**config.mk**
```make
export PLATFORM = sky130hd
export DESIGN_NAME = polyline_vertex_dedup
export DESIGN_NICKNAME = d
export VERILOG_FILES = /design/src/rtl/pvd_pkg.sv /design/src/rtl/polyline_vertex_dedup.sv
export SDC_FILE = /design/constraint.sdc
export NUM_CORES = 1
export LEC_CHECK = 0
export BUFFER_PORTS_ARGS = -buffer_cell sky130_fd_sc_hd__buf_2
export CORE_AREA = 10 10 264 266
export DETAILED_ROUTE_END_ITERATION = 12
export DIE_AREA = 0 0 274 276
export PLACE_DENSITY = 0.6
export SLEW_MARGIN = 30
export SYNTH_ARGS = -nofsm -noshare
export SYNTH_HDL_FRONTEND = slang
export SYNTH_SLANG_ARGS = --single-unit
```
**constraint.sdc**
```tcl
create_clock -name clk -period 12.4 [get_ports clk]
set_input_delay 0.62 -clock clk [delete_from_list [all_inputs] [get_ports clk]]
set_output_delay 0.62 -clock clk [all_outputs]
set_load 0.01 [all_outputs]
```
**src/rtl/pvd_pkg.sv**
```systemverilog
// Package for the polyline vertex de-duplication block.
// Holds the request structs, result kind codes, register indexes and size constants.
// Depends on nothing; imported by polyline_vertex_dedup and its testbench.
`default_nettype none

package pvd_pkg;

	localparam int MAX_VERTICES_DEF = 65536;

	// Result queue depth, a power of two of at least three.
	localparam int RES_DEPTH = 4;
	localparam int RES_PTR_W = $clog2(RES_DEPTH);
	localparam int RES_CNT_W = $clog2(RES_DEPTH + 1);

	localparam logic [16:0] PART_CNT_MAX = 17'h1FFFF;

	localparam logic [1:0] KIND_VERTEX = 2'd0;
	localparam logic [1:0] KIND_PART   = 2'd1;
	localparam logic [1:0] KIND_CLOSE  = 2'd2;

	localparam logic [0:0] REG_MULTIPART = 1'd0;
	localparam logic [0:0] REG_MIN_PART  = 1'd1;

	typedef struct packed {
		logic [15:0]        vert_x;
		logic [15:0]        vert_y;
		logic signed [31:0] vert_z;
		logic               part_end;
		logic               geom_end;
	} vert_req_t;

	typedef struct packed {
		logic [1:0]         kind;
		logic [15:0]        slot;
		logic [15:0]        out_x;
		logic [15:0]        out_y;
		logic signed [31:0] out_z;
		logic [16:0]        offset_value;
		logic               run_last;
	} res_req_t;

endpackage

`default_nettype wire

```
**src/rtl/polyline_vertex_dedup.sv**
```systemverilog
// Top level of the polyline vertex de-duplication block.
// Holds the per-part tracking state, the result queue and the configuration registers.
// Depends on pvd_pkg for request structs, codes and constants.
`default_nettype none

// Removes consecutive duplicate vertices from a stream of quantised vertices and turns
// each kept vertex into a write to its compacted index. In multi-part mode every part is
// de-duplicated on its own, a part with too few kept vertices is discarded (its slots are
// reused by the next part) and a kept part produces a part offset request; the end of the
// geometry always produces a closing request with the total. Each vertex request is
// evaluated in the cycle it is accepted and gives zero to three result requests, which
// are pushed into a four-entry result queue; the queue hands out one result request per
// cycle while out_stall is low. A vertex request is accepted in any cycle in which the
// queue holds at most one request, so a stream whose vertices give one result each runs
// at one request per cycle while out_stall is low, and a vertex that gives more than one
// result stalls the input until the queue holds at most one request again. The results are
// registered in the queue and offered in order. Configuration writes take effect on the next accepted vertex.
module polyline_vertex_dedup
	import pvd_pkg::*;
#(
	parameter int MAX_VERTICES = MAX_VERTICES_DEF
) (
	input  wire logic      clk,
	input  wire logic      arst_n,
	input  wire logic      cfg_we,
	input  wire logic      cfg_index,
	input  wire logic [3:0] cfg_data,
	input  wire logic      in_valid,
	output logic           in_stall,
	input  wire vert_req_t in_data,
	output logic           out_valid,
	input  wire logic      out_stall,
	output res_req_t       out_data
);

	// Index width: holds every value from zero up to the buffer size itself.
	localparam int CW = $clog2(MAX_VERTICES + 1);
	localparam logic [CW-1:0]  MAX_IDX  = CW'(MAX_VERTICES);
	localparam logic [CW-1:0]  LAST_IDX = CW'(MAX_VERTICES - 1);
	localparam logic [CW:0]    MAX_WIDE = (CW + 1)'(MAX_VERTICES);

	// Configuration registers.
	logic       multipart_q;
	logic [3:0] min_part_q;

	// Tracking state of the current part and geometry.
	logic [15:0]   last_x_q;
	logic [15:0]   last_y_q;
	logic [CW-1:0] part_base_q;
	logic [CW-1:0] part_cnt_q;
	logic [16:0]   kept_parts_q;
	logic          part_open_q;

	// Result queue.
	res_req_t             res_mem [RES_DEPTH];
	logic [RES_PTR_W-1:0] wr_ptr_q;
	logic [RES_PTR_W-1:0] rd_ptr_q;
	logic [RES_CNT_W-1:0] res_cnt_q;

	logic in_acc;
	logic out_acc;

	always_ff @(posedge clk or negedge arst_n) begin
		if (!arst_n) begin
			multipart_q <= 1'b0;
			min_part_q  <= 4'd2;
		end else if (cfg_we) begin
			case (cfg_index)
				REG_MULTIPART: multipart_q <= cfg_data[0];
				REG_MIN_PART:  min_part_q  <= cfg_data;
				default:       ;
			endcase
		end
	end

	// Per-vertex evaluation, all from the current state and the incoming request.
	logic          keep;
	logic [CW-1:0] vidx;
	logic          buf_full;
	logic [CW-1:0] vslot;
	logic [CW-1:0] cnt_new;
	logic          ends_part;
	logic          survive;
	logic [16:0]   parts_inc;
	logic [CW:0]   base_sum;
	logic [CW-1:0] base_inc;
	logic [16:0]   parts_new;
	logic [CW-1:0] base_new;
	logic [CW:0]   total_single;
	logic          v_en;
	logic          p_en;
	logic          c_en;
	res_req_t      res_v;
	res_req_t      res_p;
	res_req_t      res_c;

	always_comb begin
		keep     = !part_open_q || (in_data.vert_x != last_x_q) || (in_data.vert_y != last_y_q);
		vidx     = part_base_q + part_cnt_q;
		buf_full = (vidx >= MAX_IDX);
		vslot    = buf_full ? LAST_IDX : vidx;
		cnt_new  = part_cnt_q + CW'(keep && !buf_full);

		ends_part = multipart_q && (in_data.part_end || in_data.geom_end);
		survive   = (cnt_new >= CW'(min_part_q));
		parts_inc = (kept_parts_q < PART_CNT_MAX) ? kept_parts_q + 17'd1 : kept_parts_q;
		base_sum  = {1'b0, part_base_q} + {1'b0, cnt_new};
		base_inc  = (base_sum > MAX_WIDE) ? MAX_IDX : base_sum[CW-1:0];
		parts_new = (ends_part && survive) ? parts_inc : kept_parts_q;
		base_new  = (ends_part && survive) ? base_inc : part_base_q;
		total_single = base_sum;

		v_en = keep;
		p_en = ends_part && survive;
		c_en = in_data.geom_end;

		res_v.kind         = KIND_VERTEX;
		res_v.slot         = 32'(vslot) >> 0 == 0 ? 16'd0 : 16'(32'(vslot));
		res_v.out_x        = in_data.vert_x;
		res_v.out_y        = in_data.vert_y;
		res_v.out_z        = in_data.vert_z;
		res_v.offset_value = 17'd0;
		res_v.run_last     = !p_en && !c_en;

		res_p.kind         = KIND_PART;
		res_p.slot         = kept_parts_q[15:0];
		res_p.out_x        = 16'd0;
		res_p.out_y        = 16'd0;
		res_p.out_z        = 32'sd0;
		res_p.offset_value = 17'(32'(part_base_q));
		res_p.run_last     = !c_en;

		res_c.kind         = KIND_CLOSE;
		res_c.out_x        = 16'd0;
		res_c.out_y        = 16'd0;
		res_c.out_z        = 32'sd0;
		res_c.run_last     = 1'b1;
		if (multipart_q) begin
			res_c.slot         = parts_new[15:0];
			res_c.offset_value = 17'(32'(base_new));
		end else begin
			res_c.slot         = 16'd0;
			res_c.offset_value = 17'(32'(total_single));
		end
	end

	// The queue must have room for three requests before a vertex is taken.
	assign in_stall  = (res_cnt_q > RES_CNT_W'(RES_DEPTH - 3));
	assign in_acc    = in_valid && !in_stall;
	assign out_valid = (res_cnt_q != '0);
	assign out_acc   = out_valid && !out_stall;
	assign out_data  = res_mem[rd_ptr_q];

	logic [1:0]           push_n;
	logic [RES_PTR_W-1:0] p_pos;
	logic [RES_PTR_W-1:0] c_pos;

	always_comb begin
		push_n = 2'(v_en) + 2'(p_en) + 2'(c_en);
		p_pos  = wr_ptr_q + RES_PTR_W'(v_en);
		c_pos  = p_pos + RES_PTR_W'(p_en);
	end

	always_ff @(posedge clk) begin
		if (in_acc) begin
			if (v_en) begin
				res_mem[wr_ptr_q] <= res_v;
			end
			if (p_en) begin
				res_mem[p_pos] <= res_p;
			end
			if (c_en) begin
				res_mem[c_pos] <= res_c;
			end
		end
	end

	always_ff @(posedge clk or negedge arst_n) begin
		if (!arst_n) begin
			wr_ptr_q  <= '0;
			rd_ptr_q  <= '0;
			res_cnt_q <= '0;
		end else begin
			if (in_acc) begin
				wr_ptr_q <= wr_ptr_q + RES_PTR_W'(push_n);
			end
			if (out_acc) begin
				rd_ptr_q <= rd_ptr_q + RES_PTR_W'(1);
			end
			res_cnt_q <= res_cnt_q + RES_CNT_W'(in_acc ? push_n : 2'd0)
			             - RES_CNT_W'(out_acc);
		end
	end

	// Tracking state: the end of the geometry returns everything to its reset value.
	always_ff @(posedge clk or negedge arst_n) begin
		if (!arst_n) begin
			last_x_q     <= '0;
			last_y_q     <= '0;
			part_base_q  <= '0;
			part_cnt_q   <= '0;
			kept_parts_q <= '0;
			part_open_q  <= 1'b0;
		end else if (in_acc) begin
			if (in_data.geom_end) begin
				last_x_q     <= '0;
				last_y_q     <= '0;
				part_base_q  <= '0;
				part_cnt_q   <= '0;
				kept_parts_q <= '0;
				part_open_q  <= 1'b0;
			end else begin
				if (keep) begin
					last_x_q <= in_data.vert_x;
					last_y_q <= in_data.vert_y;
				end
				if (ends_part) begin
					part_base_q  <= base_new;
					part_cnt_q   <= '0;
					kept_parts_q <= parts_new;
					part_open_q  <= 1'b0;
				end else begin
					part_cnt_q  <= cnt_new;
					part_open_q <= part_open_q || keep;
				end
			end
		end
	end

	// The queue never holds more requests than it has entries.
	a_res_cnt_bound: assert property (@(posedge clk) disable iff (!arst_n)
		res_cnt_q <= RES_CNT_W'(RES_DEPTH))
		else $error("result queue overfilled");

	// The compacted index of the current part never passes the buffer size.
	a_index_bound: assert property (@(posedge clk) disable iff (!arst_n)
		({1'b0, part_base_q} + {1'b0, part_cnt_q}) <= MAX_WIDE)
		else $error("vertex index beyond buffer size");

	// The queue fill follows the pushes and pops exactly.
	a_res_cnt_track: assert property (@(posedge clk) disable iff (!arst_n)
		1'b1 |=> res_cnt_q == $past(res_cnt_q) + RES_CNT_W'($past(in_acc) ? $past(push_n) : 2'd0)
		         - RES_CNT_W'($past(out_acc)))
		else $error("result queue count out of step");

	// After the end of a geometry the next vertex starts from clean state.
	a_geom_clear: assert property (@(posedge clk) disable iff (!arst_n)
		in_acc && in_data.geom_end |=>
		part_base_q == '0 && part_cnt_q == '0 && kept_parts_q == '0 && !part_open_q)
		else $error("state not cleared at end of geometry");

	// Every accepted end of geometry yields a closing request as its last result.
	a_close_present: assert property (@(posedge clk) disable iff (!arst_n)
		in_acc && in_data.geom_end |-> c_en && res_c.run_last)
		else $error("closing request missing");

endmodule

`default_nettype wire

```
* Word level (Yosys, flattened, before mapping) *
Memories as Yosys holds them, arrays and structs flattened.
Cells that the tools add are included.

word-level totals
  word-level logic and storage cells = 90
  bits of input ports = 76
  RAM bits = 400
  memories kept = 1
  output and inout port bits = 102
  bits in registers = 96

operators by class
  order comparisons = 5
  mux-type cells = 30
  bitwise operators = 1
  add/subtract/negate cells = 12
  reduce and logical (&&, ||, !) cells = 27
  equality and inequality tests = 2

memories
  name     words  width  rd ports  clocked after Yosys merged registers in  write ports  line                         text
  res_mem  4      100    1         0                                        3            polyline_vertex_dedup.sv:55  res_req_t res_mem [RES_DEPTH];

operators by type and width
  operator               count
  $mux 17                12
  $mux 16                6
  $logic_not 32->1       1
  $ne 16x16->1           2
  $add 17x17->18         1
  $gt 18x17->1 const B   1
  $add 17x1->17          1
  $add 17x1->17 const B  1
  $add 17x17->17         1
  $ge 17x17->1 const B   1
  $ge 17x4->1            1
  $lt 17x17->1 const B   1
  $mux 1                 11
  $reduce_and 2->1       4
  $reduce_bool 2->1      4
  $add 2x1->2            3
  $logic_and 1x1->1      6
  $logic_not 1->1        6
  $logic_or 1x1->1       4
  $reduce_and 4->1       1
  $add 3x2->3            1
  $gt 3x1->1 const B     1
  $reduce_bool 3->1      1
  $sub 3x1->3            1
  other kinds (5)        5

* Longest topological paths before layout *
  depth after elaboration = 12
  gate-level depth with buffers = 27
  depth with buffers taken out = 25

* Worst setup path before layout *
OpenSTA, ideal clock, no wires.

  path type = reg-to-reg
  start point = reg part_base_q[0]
  end point = mem res_mem[2][10] (netlist name), enable pin
  arrival time = 6.380 ns
  period minus slack after synthesis = 6.951 ns
  cell stages (with the launch flop) = 26
  data required time = 11.828 ns
  library setup time = 0.572 ns
  path slack = 5.449 ns
  buffers on the path = 3
  cell sequence = dfrtp_1 ha_1 fa_1 a211oi_1 o21ai_0 nand3_1 o21ai_0 a211oi_1 clkbuf_1 nor2_1 ha_1 xnor2_1 inv_1 ha_1 a211oi_1 o211ai_1 nor4_1 nand3_1 buf_2 nand2_1 inv_1 ha_1 nor2_1 nand2_1 clkbuf_1 nand3_1

RTL lines
  what                    line                          text
  from (decl)             polyline_vertex_dedup.sv:49   logic [CW-1:0] part_base_q;
  from (signal assigned)  polyline_vertex_dedup.sv:218  part_base_q <= base_new;
  to (decl)               polyline_vertex_dedup.sv:55

==> impl_metrics.sql <==
INSERT INTO impl_metrics (metric_group, metric, value, unit) VALUES
('placed_design', 'placed_area', '27200', 'µm²'),
('clock_network', 'clock_tree_from_tritoncts', 'built', ''),
('placed_design', 'dpl.hpwl', '51.9', 'mm'),
('sta', 'final-setup-viol-count', '0', ''),
('global_routing', 'grtUsageTotal', '0.205', ''),
('global_routing', 'global_route.overflow_total', '0', ''),
('placed_design', 'place.port_buffers', '177', ''),
('sta', 'holdWs', '0.225', 'ns'),
('clock_network', 'clkSinkCount', '496', ''),
('sta', 'layout_worst_path_cycle_share', '0.691', ''),
('layout', 'layoutNonFillerInstCount', '3483', ''),
('layout', 'layout.filler_cells', '5909', ''),
('clock_network', 'cts.root.buffer_cell', 'clkbuf_16', ''),
('synth', 'netlist_instances', '2504', ''),
('power', 'power.share.combinational', '0.393', ''),
('power', 'p_switching', '2.64', 'mW'),
('sta', 'slew_at_the_pin_with_the_worst_max_slew_slack', '1.02', 'ns'),
('setup_path', 'critical_path.endpoint_type', 'flip-flop', ''),
('global_routing', 'grt_start_max_net_pins', '65', ''),
('clock_network', 'clkTransAtPathRegs', '0.07', 'ns'),
('layout', 'seq_area', '11700', 'µm²'),
('synth', 'yosys_register_bits', '496', ''),
('sta', 'final-max-slew-violation-count', '0', ''),
('clock_network', 'numCtsBuffers', '53', ''),
('sta', 'maxSlewHeadroom', '0.317', ''),
('sta', 'post-route-min-period', '8.56', 'ns'),
('setup_path', 'crit_arrival', '8.86', 'ns'),
('power', 'power_switching_share', '0.382', ''),
('setup_path', 'r2r_slack', '3.84', 'ns'),
('routing', 'postRouteWirelength', '80.3', 'mm'),
('power', 'total_power', '6.91', 'mW'),
('clock_network', 'post_cts.repair.setup_buffers', '0', ''),
('synth', 'synth_top_cells_by_count', 'nand2_1 (319), dfxtp_1 (268), nor2_1 (247)', ''),
('synth', 'synth.top_cell.area_share', '0.210', ''),
('setup_path', 'timing.critical_path.required', '12.70', 'ns'),
('outcome', 'status', 'completed', ''),
('floorplanning', 'die_area', '75600', 'µm²'),
('power', 'clk_pwr_share', '0.224', ''),
('routing', 'drc', '0', ''),
('power', 'p_per_area', '239', 'nW/µm²'),
('min_path', 'worstHoldStart', 'cfg_data[3]', ''),
('routing', 'vias', '20500', ''),
('synth', 'synthesis.area_per_instance', '10.2', 'µm²'),
('power', 'cellLeakagePower', '12.8', 'nW'),
('setup_path', 'crit_path_max_fanout', '21', ''),
('global_routing', 'grt_antenna_before_repair', '11', ''),
('synth', 'dominantRegCellSynth', 'dfxtp_1', ''),
('setup_path', 'setup.worst_path.class', 'flip-flop to flip-flop', ''),
('layout', 'area_growth', '13.2', '%'),
('global_routing', 'grt_pass1_wl', '123', 'mm'),
('sta', 'setup-tns-final', '0', 'ns'),
('floorplanning', 'fp.coreArea', '64100', 'µm²'),
('synth', 'yosysWarnings', '0', ''),
('synth', 'post-synth-top-area-cell', 'dfxtp_1', ''),
('synth', 'ys_seq_area_frac', '0.459', ''),
('routing', 'wl_per_cell', '23.1', 'µm'),
('sta', 'worst_clock_skew', '0.0254', 'ns'),
('clock_network', 'postCtsResizedCells', '0', ''),
('sta', 'achievable-frequency', '117', 'MHz'),
('routing', 'number_of_vias_per_cell', '5.90', ''),
('synth', 'postSynthNetCount', '2631', ''),
('sta', 'grt_setup_unrepaired', 'no', ''),
('layout', 'final_layout_size_suffix_gt1_frac', '0.172', ''),
('floorplanning', 'floorplan.die.width', '274', 'µm'),
('routing', 'first_pass_iters', '5', ''),
('power', 'power.ir.vdd_worst', '0.000136', 'V'),
('layout', 'final_util', '0.451', ''),
('placed_design', 'worst_slack_placed', '3.65', 'ns'),
('routing', 'antenna_violating_nets_post_route', '0', ''),
('clock_network', 'post_cts_hold_buffer_count', '1', ''),
('setup_path', 'timing.critical_path.from_type', 'flip-flop', '');
==> path summary, 6_finish.rpt <==
kind / to / cells past startpoint
max: res_mem[3][6] / 24
min: min_part_q[3] / 2
max reg2reg: res_mem[3][6] / 24
min reg2reg: res_mem[3][98] / 2
max in group asynchronous: rd_ptr_q[1] / 3
min in group asynchronous: last_y_q[13] / 2
==> power by group through the flow <==
stage	clock [mW]	combinational [mW]	sequential, mW
after floorplan	0	1.91	2.47
after global placement	0	2.67	2.63
after detailed placement	0	2.73	2.67
after CTS	1.58	2.74	2.64
after global routing	1.64	2.97	2.70
final	1.55	2.72	2.64
==> routing by layer <==
metal,share of wire,GRT usage
met2,0.48,0.331
met3,0.078,0.0431
met5,0.00068,0
met4,0.028,0.0718
met1,0.42,0.267
==> layout by cell type (no fill, tap or decap), types with 18 or more instances in the layout <==
cell type / count
mux4_2: 100
edfxtp_1: 132
a21o_1: 19
dfrtp_1: 92
buf_2: 176
dfxtp_1: 268
a22o_1: 18
buf_4: 39
xnor2_1: 26
clkbuf_16: 53
o21ai_0: 98
nor3_1: 20
inv_1: 48
xor2_1: 51
nor2_1: 245
nand3_1: 47
nor4_1: 25
a21oi_1: 163
nand2_1: 317
a221oi_1: 58
mux2i_1: 206
o2bb2ai_1: 48
nand4_1: 23
ha_1: 47
==> registers in the layout, summed over array words and instances (netlist names), 2 cells and up <==
register / flops
res_mem: 400
kept_parts_q: 17
part_base_q: 17
part_cnt_q: 17
last_x_q: 16
last_y_q: 16
min_part_q: 4
res_cnt_q: 3
rd_ptr_q: 2
wr_ptr_q: 2
==> cell type report <==
class                   count  share of cell area
inverters                  48             0.00623
multi-input cells        1763               0.449
flip-flops and latches    496               0.406
clock inverters            21             0.00657
clock buffers              76              0.0523
repair buffers            219              0.0424
well taps                 855              0.0370
diodes                      5            0.000432
==> critical path: stages (launching register included) <==
cell	delay, ns
dfrtp_1	0.45
ha_1	0.27
fa_1	0.44
a211oi_1	0.31
o21ai_0	0.21
nand3_1	0.15
o21ai_0	0.20
a211oi_1	0.25
buf_4	0.22
nor2_1	0.09
ha_1	0.28
xnor2_1	0.33
inv_1	0.13
ha_1	0.29
a211oi_1	0.22
o211ai_1	0.14
nor4_1	0.49
nand3_2	0.55
nand2_1	0.43
inv_1	0.24
ha_1	0.30
xnor2_1	0.49
nand4_1	0.46
nand3_1	0.79
buf_4	0.44
==> logic make-up (layout without fill, tap and decap cells) <==
family	after synthesis	count (layout)	synth area share
AOI/OAI and AO/OA	534	534	0.139
xor gates and xnor gates	77	77	0.0264
adders and majority gates	51	51	0.0261
buffers and inverters	245	364	0.0381
DFF	496	496	0.459
muxes	316	316	0.173
other	0	5	0
and+or+nand+nor	785	785	0.138
Note: power is estimated with default switching activity, not from simulation.
